### config.mk
export PLATFORM = sky130hd
export DESIGN_NAME = sorted_tree_record_parser_top
export DESIGN_NICKNAME = d
export VERILOG_FILES = /design/src/hw/rtl/stp_pkg.sv /design/src/hw/rtl/stp_ram.sv /design/src/hw/rtl/stp_parser.sv /design/src/hw/rtl/stp_out_stage.sv /design/src/hw/rtl/sorted_tree_record_parser_top.sv
export VERILOG_INCLUDE_DIRS = /design/src /design/src/hw/rtl
export SDC_FILE = /design/constraint.sdc
export NUM_CORES = 2
export LEC_CHECK = 0
export BUFFER_PORTS_ARGS = -buffer_cell sky130_fd_sc_hd__buf_4
export CAP_MARGIN = 15
export CORE_MARGIN = 5
export CORE_UTILIZATION = 50
export DETAILED_ROUTE_END_ITERATION = 10
export PLACE_DENSITY = 0.62
export SETUP_SLACK_MARGIN = 0.3
export SLEW_MARGIN = 20
export SYNTH_ARGS = -nofsm -noshare
export SYNTH_HDL_FRONTEND = slang
export SYNTH_SLANG_ARGS = --single-unit
### constraint.sdc
create_clock -name clk -period 6.81 [get_ports clk]
set_input_delay 1.0215 -clock clk [delete_from_list [all_inputs] [get_ports clk]]
set_output_delay 1.0215 -clock clk [all_outputs]
set_load 0.01 [all_outputs]
### src/hw/rtl/sorted_tree_record_parser_top_defines.svh
// assertion macros for the sorted tree record parser
// expects clk and rst_n in the scope of each use
`ifndef SORTED_TREE_RECORD_PARSER_TOP_DEFINES_SVH
`define SORTED_TREE_RECORD_PARSER_TOP_DEFINES_SVH

// same-cycle implication
`define STP_ASSERT_NOW(lbl, ante, cons, msg) \
  lbl: assert property (@(posedge clk) disable iff (!rst_n) (ante) |-> (cons)) \
    else $error(msg);

// next-cycle implication
`define STP_ASSERT_NEXT(lbl, ante, cons, msg) \
  lbl: assert property (@(posedge clk) disable iff (!rst_n) (ante) |=> (cons)) \
    else $error(msg);

`endif

### src/hw/rtl/stp_pkg.sv
// shared types, codes and helpers of the sorted tree record parser
// no dependencies
`default_nettype none

package stp_pkg;

  localparam int HASH_BYTES_DEF = 32;
  localparam int MAX_NAME_DEF   = 256;

  typedef enum logic [2:0] {
    ST_OK       = 3'd0,
    ST_TYPE     = 3'd1,
    ST_TRUNC    = 3'd2,
    ST_CODE     = 3'd3,
    ST_EMPTY    = 3'd4,
    ST_LONG     = 3'd5,
    ST_UNSORTED = 3'd6
  } status_t;

  typedef enum logic [1:0] {
    ROLE_TYPE = 2'd0,
    ROLE_HASH = 2'd1,
    ROLE_LEN  = 2'd2,
    ROLE_NAME = 2'd3
  } role_t;

  typedef enum logic [0:0] {
    CFG_BLOB = 1'b0,
    CFG_TREE = 1'b1
  } cfg_idx_t;

  typedef struct packed {
    logic [7:0] data_byte;
    logic       payload_last;
  } in_item_t;

  typedef struct packed {
    logic [1:0] byte_role;
    logic [7:0] byte_value;
    logic       entry_end;
    logic [8:0] name_length;
    logic [2:0] parse_status;
    logic       payload_end;
  } out_item_t;

  typedef struct packed {
    logic [7:0] blob_type_code;
    logic [7:0] tree_type_code;
  } cfg_regs_t;

  function automatic int addr_w(input int depth);
    return (depth > 1) ? $clog2(depth) : 1;
  endfunction

  function automatic logic [8:0] sat9(input logic [15:0] v);
    return (v > 16'd511) ? 9'd511 : v[8:0];
  endfunction

endpackage

`default_nettype wire

### src/hw/rtl/stp_ram.sv
// generic single-port-write, single-port-read ram with registered read
// uses stp_pkg for the address width helper
`default_nettype none

module stp_ram #(
  parameter int WIDTH = 8,
  parameter int DEPTH = stp_pkg::MAX_NAME_DEF
) (
  input  wire logic                               clk,
  input  wire logic                               wr_en,
  input  wire logic [stp_pkg::addr_w(DEPTH)-1:0] wr_addr,
  input  wire logic [WIDTH-1:0]                   wr_data,
  input  wire logic [stp_pkg::addr_w(DEPTH)-1:0] rd_addr,
  output logic      [WIDTH-1:0]                   rd_data
);

  logic [WIDTH-1:0] mem [DEPTH];
  logic [WIDTH-1:0] rd_data_r;

  always_ff @(posedge clk) begin
    if (wr_en) begin
      mem[wr_addr] <= wr_data;
    end
    rd_data_r <= mem[rd_addr];
  end

  assign rd_data = rd_data_r;

endmodule

`default_nettype wire

### src/hw/rtl/stp_parser.sv
// field parser, length decoder and name order check, one beat per cycle while accept is high
// uses stp_pkg and the assertion macro header; drives the name ram ports
`default_nettype none
`include "sorted_tree_record_parser_top_defines.svh"

module stp_parser #(
  parameter int HASH_BYTES = stp_pkg::HASH_BYTES_DEF,
  parameter int MAX_NAME   = stp_pkg::MAX_NAME_DEF
) (
  input  wire logic                                  clk,
  input  wire logic                                  rst_n,
  input  wire logic                                  accept,
  input  wire stp_pkg::in_item_t                     in_item,
  input  wire stp_pkg::cfg_regs_t                    cfg,
  input  wire logic [7:0]                            rd_data,
  output logic      [stp_pkg::addr_w(MAX_NAME)-1:0] rd_addr,
  output logic                                       wr_en,
  output logic      [stp_pkg::addr_w(MAX_NAME)-1:0] wr_addr,
  output logic      [7:0]                            wr_data,
  output stp_pkg::out_item_t                         result
);

  localparam int HW = $clog2(HASH_BYTES + 1);
  localparam int NW = $clog2(MAX_NAME + 1);
  localparam int AW = stp_pkg::addr_w(MAX_NAME);
  localparam logic [HW-1:0] HASH_LAST = HW'(HASH_BYTES);
  localparam logic [15:0]   MAX_LEN   = 16'(MAX_NAME);

  typedef enum logic [1:0] {
    PH_TYPE = 2'd0,
    PH_HASH = 2'd1,
    PH_LEN  = 2'd2,
    PH_NAME = 2'd3
  } phase_t;

  typedef enum logic [1:0] {
    ORD_EQ   = 2'd0,
    ORD_LESS = 2'd1,
    ORD_MORE = 2'd2
  } ord_t;

  phase_t            phase_r, phase_nxt;
  logic [HW-1:0]     hash_cnt_r, hash_cnt_nxt;
  logic [15:0]       len_acc_r, len_acc_nxt;
  logic [3:0]        len_cnt_r, len_cnt_nxt;
  logic [NW-1:0]     name_idx_r, name_idx_nxt;
  logic [NW-1:0]     cur_len_r, cur_len_nxt;
  logic [NW-1:0]     prev_len_r, prev_len_nxt;
  logic              have_prev_r, have_prev_nxt;
  ord_t              order_r, order_nxt;
  stp_pkg::status_t  sticky_r, sticky_nxt;

  logic [7:0]        b;
  logic              last;
  logic [6:0]        grp;
  logic              more;
  logic [21:0]       shifted;
  logic [21:0]       acc_sum;
  logic [15:0]       acc_upd;
  logic [HW-1:0]     hash_inc;
  logic [NW-1:0]     idx_inc;
  ord_t              ord_cur;
  stp_pkg::role_t    role;
  stp_pkg::status_t  err;
  logic              end_flag;
  logic [8:0]        nlen;
  logic              name_wr;
  logic [NW-1:0]     idx_sel;

  assign b    = in_item.data_byte;
  assign last = in_item.payload_last;
  assign grp  = b[6:0];
  assign more = b[7];

  // leb128 accumulate with saturation at 16 bits
  always_comb begin
    unique case (len_cnt_r)
      4'd0:    shifted = {15'd0, grp};
      4'd1:    shifted = {8'd0, grp, 7'd0};
      4'd2:    shifted = {1'b0, grp, 14'd0};
      default: shifted = 22'd0;
    endcase
    acc_sum = {6'd0, len_acc_r} + shifted;
    if (len_cnt_r < 4'd3) begin
      acc_upd = (acc_sum > 22'h00FFFF) ? 16'hFFFF : acc_sum[15:0];
    end else begin
      acc_upd = (grp != 7'd0) ? 16'hFFFF : len_acc_r;
    end
  end

  assign hash_inc = hash_cnt_r + HW'(1);
  assign idx_inc  = name_idx_r + NW'(1);

  always_comb begin
    ord_cur = order_r;
    if (order_r == ORD_EQ && have_prev_r) begin
      if (name_idx_r >= prev_len_r) begin
        ord_cur = ORD_MORE;
      end else if (b < rd_data) begin
        ord_cur = ORD_LESS;
      end else if (b > rd_data) begin
        ord_cur = ORD_MORE;
      end
    end
  end

  always_comb begin
    phase_nxt     = phase_r;
    hash_cnt_nxt  = hash_cnt_r;
    len_acc_nxt   = len_acc_r;
    len_cnt_nxt   = len_cnt_r;
    name_idx_nxt  = name_idx_r;
    cur_len_nxt   = cur_len_r;
    prev_len_nxt  = prev_len_r;
    have_prev_nxt = have_prev_r;
    order_nxt     = order_r;
    sticky_nxt    = sticky_r;
    role          = stp_pkg::ROLE_TYPE;
    err           = stp_pkg::ST_OK;
    end_flag      = 1'b0;
    nlen          = 9'd0;
    name_wr       = 1'b0;

    if (sticky_r == stp_pkg::ST_OK) begin
      unique case (phase_r)
        PH_TYPE: begin
          role = stp_pkg::ROLE_TYPE;
          if (last) begin
            err = stp_pkg::ST_TRUNC;
          end else if (b != cfg.blob_type_code && b != cfg.tree_type_code) begin
            err = stp_pkg::ST_TYPE;
          end else begin
            hash_cnt_nxt = '0;
            len_acc_nxt  = 16'd0;
            len_cnt_nxt  = 4'd0;
            phase_nxt    = PH_HASH;
          end
        end
        PH_HASH: begin
          role         = stp_pkg::ROLE_HASH;
          hash_cnt_nxt = hash_inc;
          if (last) begin
            err = stp_pkg::ST_TRUNC;
          end else if (hash_inc >= HASH_LAST) begin
            phase_nxt = PH_LEN;
          end
        end
        PH_LEN: begin
          role = stp_pkg::ROLE_LEN;
          if (len_cnt_r == 4'd9 && (more || grp > 7'd1)) begin
            err = stp_pkg::ST_CODE;
          end else begin
            len_acc_nxt = acc_upd;
            len_cnt_nxt = len_cnt_r + 4'd1;
            if (more) begin
              if (last) begin
                err = stp_pkg::ST_TRUNC;
              end
            end else begin
              nlen = stp_pkg::sat9(acc_upd);
              if (acc_upd == 16'd0) begin
                err = stp_pkg::ST_EMPTY;
              end else if (acc_upd > MAX_LEN) begin
                err = stp_pkg::ST_LONG;
              end else if (last) begin
                err = stp_pkg::ST_TRUNC;
              end else begin
                cur_len_nxt  = acc_upd[NW-1:0];
                name_idx_nxt = '0;
                order_nxt    = ORD_EQ;
                phase_nxt    = PH_NAME;
              end
            end
          end
        end
        PH_NAME: begin
          role         = stp_pkg::ROLE_NAME;
          nlen         = stp_pkg::sat9(16'(cur_len_r));
          name_wr      = 1'b1;
          order_nxt    = ord_cur;
          name_idx_nxt = idx_inc;
          if (idx_inc >= cur_len_r) begin
            end_flag = 1'b1;
            if (have_prev_r && ord_cur != ORD_MORE &&
                (ord_cur == ORD_LESS || cur_len_r <= prev_len_r)) begin
              err = stp_pkg::ST_UNSORTED;
            end else begin
              prev_len_nxt  = cur_len_r;
              have_prev_nxt = 1'b1;
              phase_nxt     = PH_TYPE;
            end
          end else if (last) begin
            err = stp_pkg::ST_TRUNC;
          end
        end
        default: begin
          role = stp_pkg::ROLE_TYPE;
        end
      endcase
      sticky_nxt = err;
    end else begin
      err = sticky_r;
    end

    // end of payload returns the parse state to reset
    if (last) begin
      phase_nxt     = PH_TYPE;
      hash_cnt_nxt  = '0;
      len_acc_nxt   = 16'd0;
      len_cnt_nxt   = 4'd0;
      name_idx_nxt  = '0;
      cur_len_nxt   = '0;
      prev_len_nxt  = '0;
      have_prev_nxt = 1'b0;
      order_nxt     = ORD_EQ;
      sticky_nxt    = stp_pkg::ST_OK;
    end
  end

  always_ff @(posedge clk) begin
    if (!rst_n) begin
      phase_r     <= PH_TYPE;
      hash_cnt_r  <= '0;
      len_acc_r   <= 16'd0;
      len_cnt_r   <= 4'd0;
      name_idx_r  <= '0;
      cur_len_r   <= '0;
      prev_len_r  <= '0;
      have_prev_r <= 1'b0;
      order_r     <= ORD_EQ;
      sticky_r    <= stp_pkg::ST_OK;
    end else if (accept) begin
      phase_r     <= phase_nxt;
      hash_cnt_r  <= hash_cnt_nxt;
      len_acc_r   <= len_acc_nxt;
      len_cnt_r   <= len_cnt_nxt;
      name_idx_r  <= name_idx_nxt;
      cur_len_r   <= cur_len_nxt;
      prev_len_r  <= prev_len_nxt;
      have_prev_r <= have_prev_nxt;
      order_r     <= order_nxt;
      sticky_r    <= sticky_nxt;
    end
  end

  // prefetch the stored byte for the index the next beat will use
  assign idx_sel = accept ? name_idx_nxt : name_idx_r;
  assign rd_addr = idx_sel[AW-1:0];
  assign wr_en   = accept && name_wr;
  assign wr_addr = name_idx_r[AW-1:0];
  assign wr_data = b;

  assign result.byte_role    = role;
  assign result.byte_value   = b;
  assign result.entry_end    = end_flag;
  assign result.name_length  = nlen;
  assign result.parse_status = err;
  assign result.payload_end  = last;

  `STP_ASSERT_NEXT(a_last_clears, accept && last,
    phase_r == PH_TYPE && sticky_r == stp_pkg::ST_OK && !have_prev_r,
    "payload end did not clear parse state")
  `STP_ASSERT_NEXT(a_sticky_holds, accept && !last && sticky_r != stp_pkg::ST_OK,
    $stable(sticky_r), "sticky error changed inside payload")
  `STP_ASSERT_NOW(a_write_in_name, wr_en, phase_r == PH_NAME && sticky_r == stp_pkg::ST_OK,
    "name store written outside name field")

endmodule

`default_nettype wire

### src/hw/rtl/stp_out_stage.sv
// result register between the parser and the output channel
// uses stp_pkg and the assertion macro header
`default_nettype none
`include "sorted_tree_record_parser_top_defines.svh"

module stp_out_stage (
  input  wire logic               clk,
  input  wire logic               rst_n,
  input  wire logic               in_valid,
  output logic                    in_ready,
  output logic                    load,
  input  wire stp_pkg::out_item_t result,
  output logic                    out_valid,
  input  wire logic               out_ready,
  output stp_pkg::out_item_t      out_data
);

  logic               out_valid_r;
  stp_pkg::out_item_t out_data_r;

  assign in_ready = !out_valid_r || out_ready;
  assign load     = in_valid && in_ready;

  always_ff @(posedge clk) begin
    if (!rst_n) begin
      out_valid_r <= 1'b0;
    end else if (load) begin
      out_valid_r <= 1'b1;
    end else if (out_ready) begin
      out_valid_r <= 1'b0;
    end
  end

  always_ff @(posedge clk) begin
    if (load) begin
      out_data_r <= result;
    end
  end

  assign out_valid = out_valid_r;
  assign out_data  = out_data_r;

  `STP_ASSERT_NOW(a_empty_ready, !out_valid_r, in_ready, "empty result register stalls input")
  `STP_ASSERT_NEXT(a_load_valid, load, out_valid_r, "accepted beat produced no result")

endmodule

`default_nettype wire

### src/hw/rtl/sorted_tree_record_parser_top.sv
// result: registered; appears in the cycle after its input beat is accepted
// one byte per cycle unless stalled; the previous-name ram read is fetched
//   one index ahead so the registered read never stalls the name compare
// reset: synchronous, active low; clears parse state, result valid and sets
//   the type codes to 1 and 2; the previous-name ram is not cleared
`default_nettype none

module sorted_tree_record_parser_top #(
  parameter int HASH_BYTES = stp_pkg::HASH_BYTES_DEF,
  parameter int MAX_NAME   = stp_pkg::MAX_NAME_DEF
) (
  input  wire logic               clk,
  input  wire logic               rst_n,
  input  wire logic               in_valid,
  output logic                    in_ready,
  input  wire stp_pkg::in_item_t  in_data,
  output logic                    out_valid,
  input  wire logic               out_ready,
  output stp_pkg::out_item_t      out_data,
  input  wire logic               cfg_wr_en,
  input  wire logic [0:0]         cfg_addr,
  input  wire logic [7:0]         cfg_wdata
);

  localparam int AW = stp_pkg::addr_w(MAX_NAME);

  stp_pkg::cfg_regs_t cfg_r;
  stp_pkg::out_item_t result;
  logic               load;
  logic [7:0]         rd_data;
  logic [AW-1:0]      rd_addr;
  logic               wr_en;
  logic [AW-1:0]      wr_addr;
  logic [7:0]         wr_data;

  always_ff @(posedge clk) begin
    if (!rst_n) begin
      cfg_r.blob_type_code <= 8'd1;
      cfg_r.tree_type_code <= 8'd2;
    end else if (cfg_wr_en) begin
      unique case (stp_pkg::cfg_idx_t'(cfg_addr))
        stp_pkg::CFG_BLOB: cfg_r.blob_type_code <= cfg_wdata;
        stp_pkg::CFG_TREE: cfg_r.tree_type_code <= cfg_wdata;
        default: ;
      endcase
    end
  end

  stp_parser #(
    .HASH_BYTES (HASH_BYTES),
    .MAX_NAME   (MAX_NAME)
  ) u_parser (
    .clk     (clk),
    .rst_n   (rst_n),
    .accept  (load),
    .in_item (in_data),
    .cfg     (cfg_r),
    .rd_data (rd_data),
    .rd_addr (rd_addr),
    .wr_en   (wr_en),
    .wr_addr (wr_addr),
    .wr_data (wr_data),
    .result  (result)
  );

  stp_ram #(
    .WIDTH (8),
    .DEPTH (MAX_NAME)
  ) u_name_ram (
    .clk     (clk),
    .wr_en   (wr_en),
    .wr_addr (wr_addr),
    .wr_data (wr_data),
    .rd_addr (rd_addr),
    .rd_data (rd_data)
  );

  stp_out_stage u_out (
    .clk       (clk),
    .rst_n     (rst_n),
    .in_valid  (in_valid),
    .in_ready  (in_ready),
    .load      (load),
    .result    (result),
    .out_valid (out_valid),
    .out_ready (out_ready),
    .out_data  (out_data)
  );

endmodule

`default_nettype wire
==> reports/qor.yml <==
portBuffers: 48
post-dp-hpwl_mm: 197.1
grt_max_degree: 182
drive_gt1_share_pct: 15.91
multi_input_area_sq_um: 23520
grt_pass1_wl_mm: 428.0
synth-edff-count: 2072
die_height_um: 432.4
final_max_slew_viol_count: 0
startpoint_type: "register"
place_congestion: 0.9543
clockBufferDepth: 3
rsz0062_at_grt: "no"
synth_flop_cell: "edfxtp_1"
cts_made_buffers: 215
remaining_drc_errors: 0
critPathMaxFanout: 16
synth-adder-area-share_pct: 0.9198
grt_pass1_vias: 59544
power_mw: 26.72
clock_latency_ps: 880
fillers: 14071
core_sq_um: 178000
ys_ff_latch: 2158
clock_sinks: 2158
final_area_sq_um: 104700
syn-num-nets: 7022
routed_wl_mm: 299.2
hold_ws_ps: 403.4
die_width_um: 432.4
drt-pass1-iter-count: 6
stdcell_count: 10010
nNetsFinal: 7552
outcome: "finished, final reports clean"
syn_area_sq_um: 89230
finalHoldViolCount: 0
overflow: 0
p_sw_share_pct: 20.74
pwr-share-clk_pct: 43.9
setup_slack_ps: 389.1
synth_warnings: 0
numPlacedInstances: 9590
finalCritPeriodShare_pct: 94.29
fmax_ghz: 0.1557
initial_core_util_pct: 50.12
async_flop_share_pct: 0
cts_tree: "done"
finalSetupViolations: 0
synth_top_family_by_area: "simple AND/OR/NAND/NOR gates"
ios: 49
synth-compound-area-share_pct: 7.026
synthSimpleGateAreaFrac_pct: 15.17
synth_xor_area_share_pct: 0.4122
via_count: 63232
critPathKind: "register to register"
pwr-share-comb_pct: 1.6
antenna_found_initial: 11
ant_nets: 0
min_period_ps: 6421
yosysSeqAreaShare_pct: 71.66
crit_required_ps: 7570
drtIter0Drc: 9276
powerDensity_nw_per_um2: 255.1
p_switching_mw: 5.542
worstMarginPinSlew_ps: 1247
synth_cells: 6934
dpl_cell_area_sq_um: 97370
ir_drop_uv: 205.5
pwr-share-seq_pct: 54.5
synth_cell_types: 81
num_rows: 155
finalClockSkew_ps: 44.49
via_per_inst: 6.317
layout_commonest_cell: "edfxtp_1"
die-area_sq_um: 187000
cap_violations: 0
critPathArrivalTime_ps: 7180
area_delta_synth_final_pct: 17.35
grtUsageTotal_pct: 31.60
power.internal_mw: 21.17
synthMuxAreaShare_pct: 2.381
clkTransAtPathRegs_ps: 70
hold_class: "primary input to register"
htree_levels: 4
worst_setup_path_end_kind: "register"
cts_root_buf: "clkbuf_16"
regArea_sq_um: 63950
avgSynthCellArea_sq_um: 12.87
hold_buffers: 0
fin_tns_setup_ps: 0
power.leakage_nw: 36.55
relSlewSlack_pct: 16.70
final_cell_mix: "2,072 x edfxtp_1, 1,666 x nand2_1, 688 x nand3_1"
utilization_pct: 58.82
wl_per_cell_um: 29.89
dp_slack_ps: -459.4
## layout make-up
| class | count | share of cell area (%) |
|---|---|---|
| sequential | 2158 | 61.07 |
| clock inverter | 138 | 1.269 |
| inverter | 49 | 0.1756 |
| antenna | 12 | 0.02868 |
| timing repair buffer | 766 | 6.852 |
| clock buffer | 258 | 5.333 |
| tap | 2355 | 2.814 |
| multi-input combinational | 4274 | 22.46 |
## sequential cells by signal (all words and copies together) (netlist names)
name and cells:
u_name_ram.mem 2048, u_out.out_data 24, cfg_r 16, u_parser.len_acc_r 16
u_parser.cur_len_r 9, u_parser.name_idx_r 9, u_parser.prev_len_r 9, u_name_ram.rd_data 8
u_parser.hash_cnt_r 6, u_parser.len_cnt_r 4, u_parser.sticky_r 3, u_parser.order_r 2
u_parser.phase_r 2, u_out.out_valid 1, u_parser.have_prev_r 1
## logic make-up after synthesis
kind of cell,Yosys count
AND/OR/NAND/NOR,3110
flip-flops,2158
AO/OA/AOI/OAI,907
buffers and inverters,502
multiplexers,150
adder cells (fa/ha/maj),65
XOR/XNOR,42
## cells in the mapped netlist (26+ instances only)
master,n,area (sq um)
edfxtp_1,2072,62220
nand2_1,1671,6272
nand3_1,688,3443
nor2_1,365,1370
clkbuf_1,215,807.0
a21oi_1,207,1036
and3_1,165,1032
buf_2,160,800.8
a31oi_1,114,713.2
mux2i_1,93,930.9
a211oi_1,90,675.7
o21ai_0,89,445.4
dfxtp_1,86,1722
a311oi_1,74,648.1
ha_1,64,800.8
buf_1,59,221.5
nand4_1,57,356.6
inv_1,49,183.9
mux4_2,49,1104
a22oi_1,48,360.4
a32oi_1,46,402.9
nor2b_1,39,244.0
a21o_1,35,262.8
nor3_1,32,160.2
a21boi_0,27,202.7
a221oi_1,26,227.7
## metal layers
layer,vias to the layer above,part of all wire (%),global-route usage [%]
met5,-,0.010,0
met4,4,5.5,15.39
met3,741,11,7.124
met2,4008,45,47.86
met1,31604,38,43.58
li1,26875,-,-
## worst max-delay path, cell delays in order (launching register included)
cell and delay, ps:
dfxtp_4 370, inv_1 60, ha_2 230, and3_1 180
ha_1 210, fa_2 370, a21o_1 200, a221o_1 370
and4_4 230, or4_1 430, nand3_1 150, a32oi_2 150
a2111oi_4 310, buf_4 230, o211a_1 190, buf_12 150
o21ai_4 90, buf_12 200, nor2_4 380, buf_4 270
buf_4 190, a32oi_1 110, o2111ai_1 150, nand3_1 160
nor4_2 600, buf_4 220, a311oi_1 70
## power groups by stage
stage                     sequential [mW]  combinational (mW)  clock [mW]
after floorplan                      14.8              0.0931           0
after global placement               14.8               0.405           0
after detailed placement             14.8               0.415           0
after CTS                            14.6               0.415        11.8
after global routing                 14.6               0.442        12.4
final                                14.6               0.417        11.7
## final timing paths
check / from / to / slack [ps] / cells past startpoint
setup / recovery: u_parser.len_cnt_r[0] / u_name_ram.rd_data[1] / 390 / 26
hold reg to reg: cfg_r[13] / cfg_r[13] / 480 / 2
hold / removal: cfg_wdata[0] / cfg_r[8] / 400 / 3
setup reg to reg: u_parser.len_cnt_r[0] / u_name_ram.rd_data[1] / 390 / 26
## what timing repair did
action | 4_1_cts | 5_1_grt
gates cloned | 1 | 0
pin swaps | 9 | 6
setup buffers | 9 | 2
gates resized for setup | 37 | 28
endpoints found under the setup margin | 8 | 8
No activity file was read; power rests on OpenSTA's default activity.
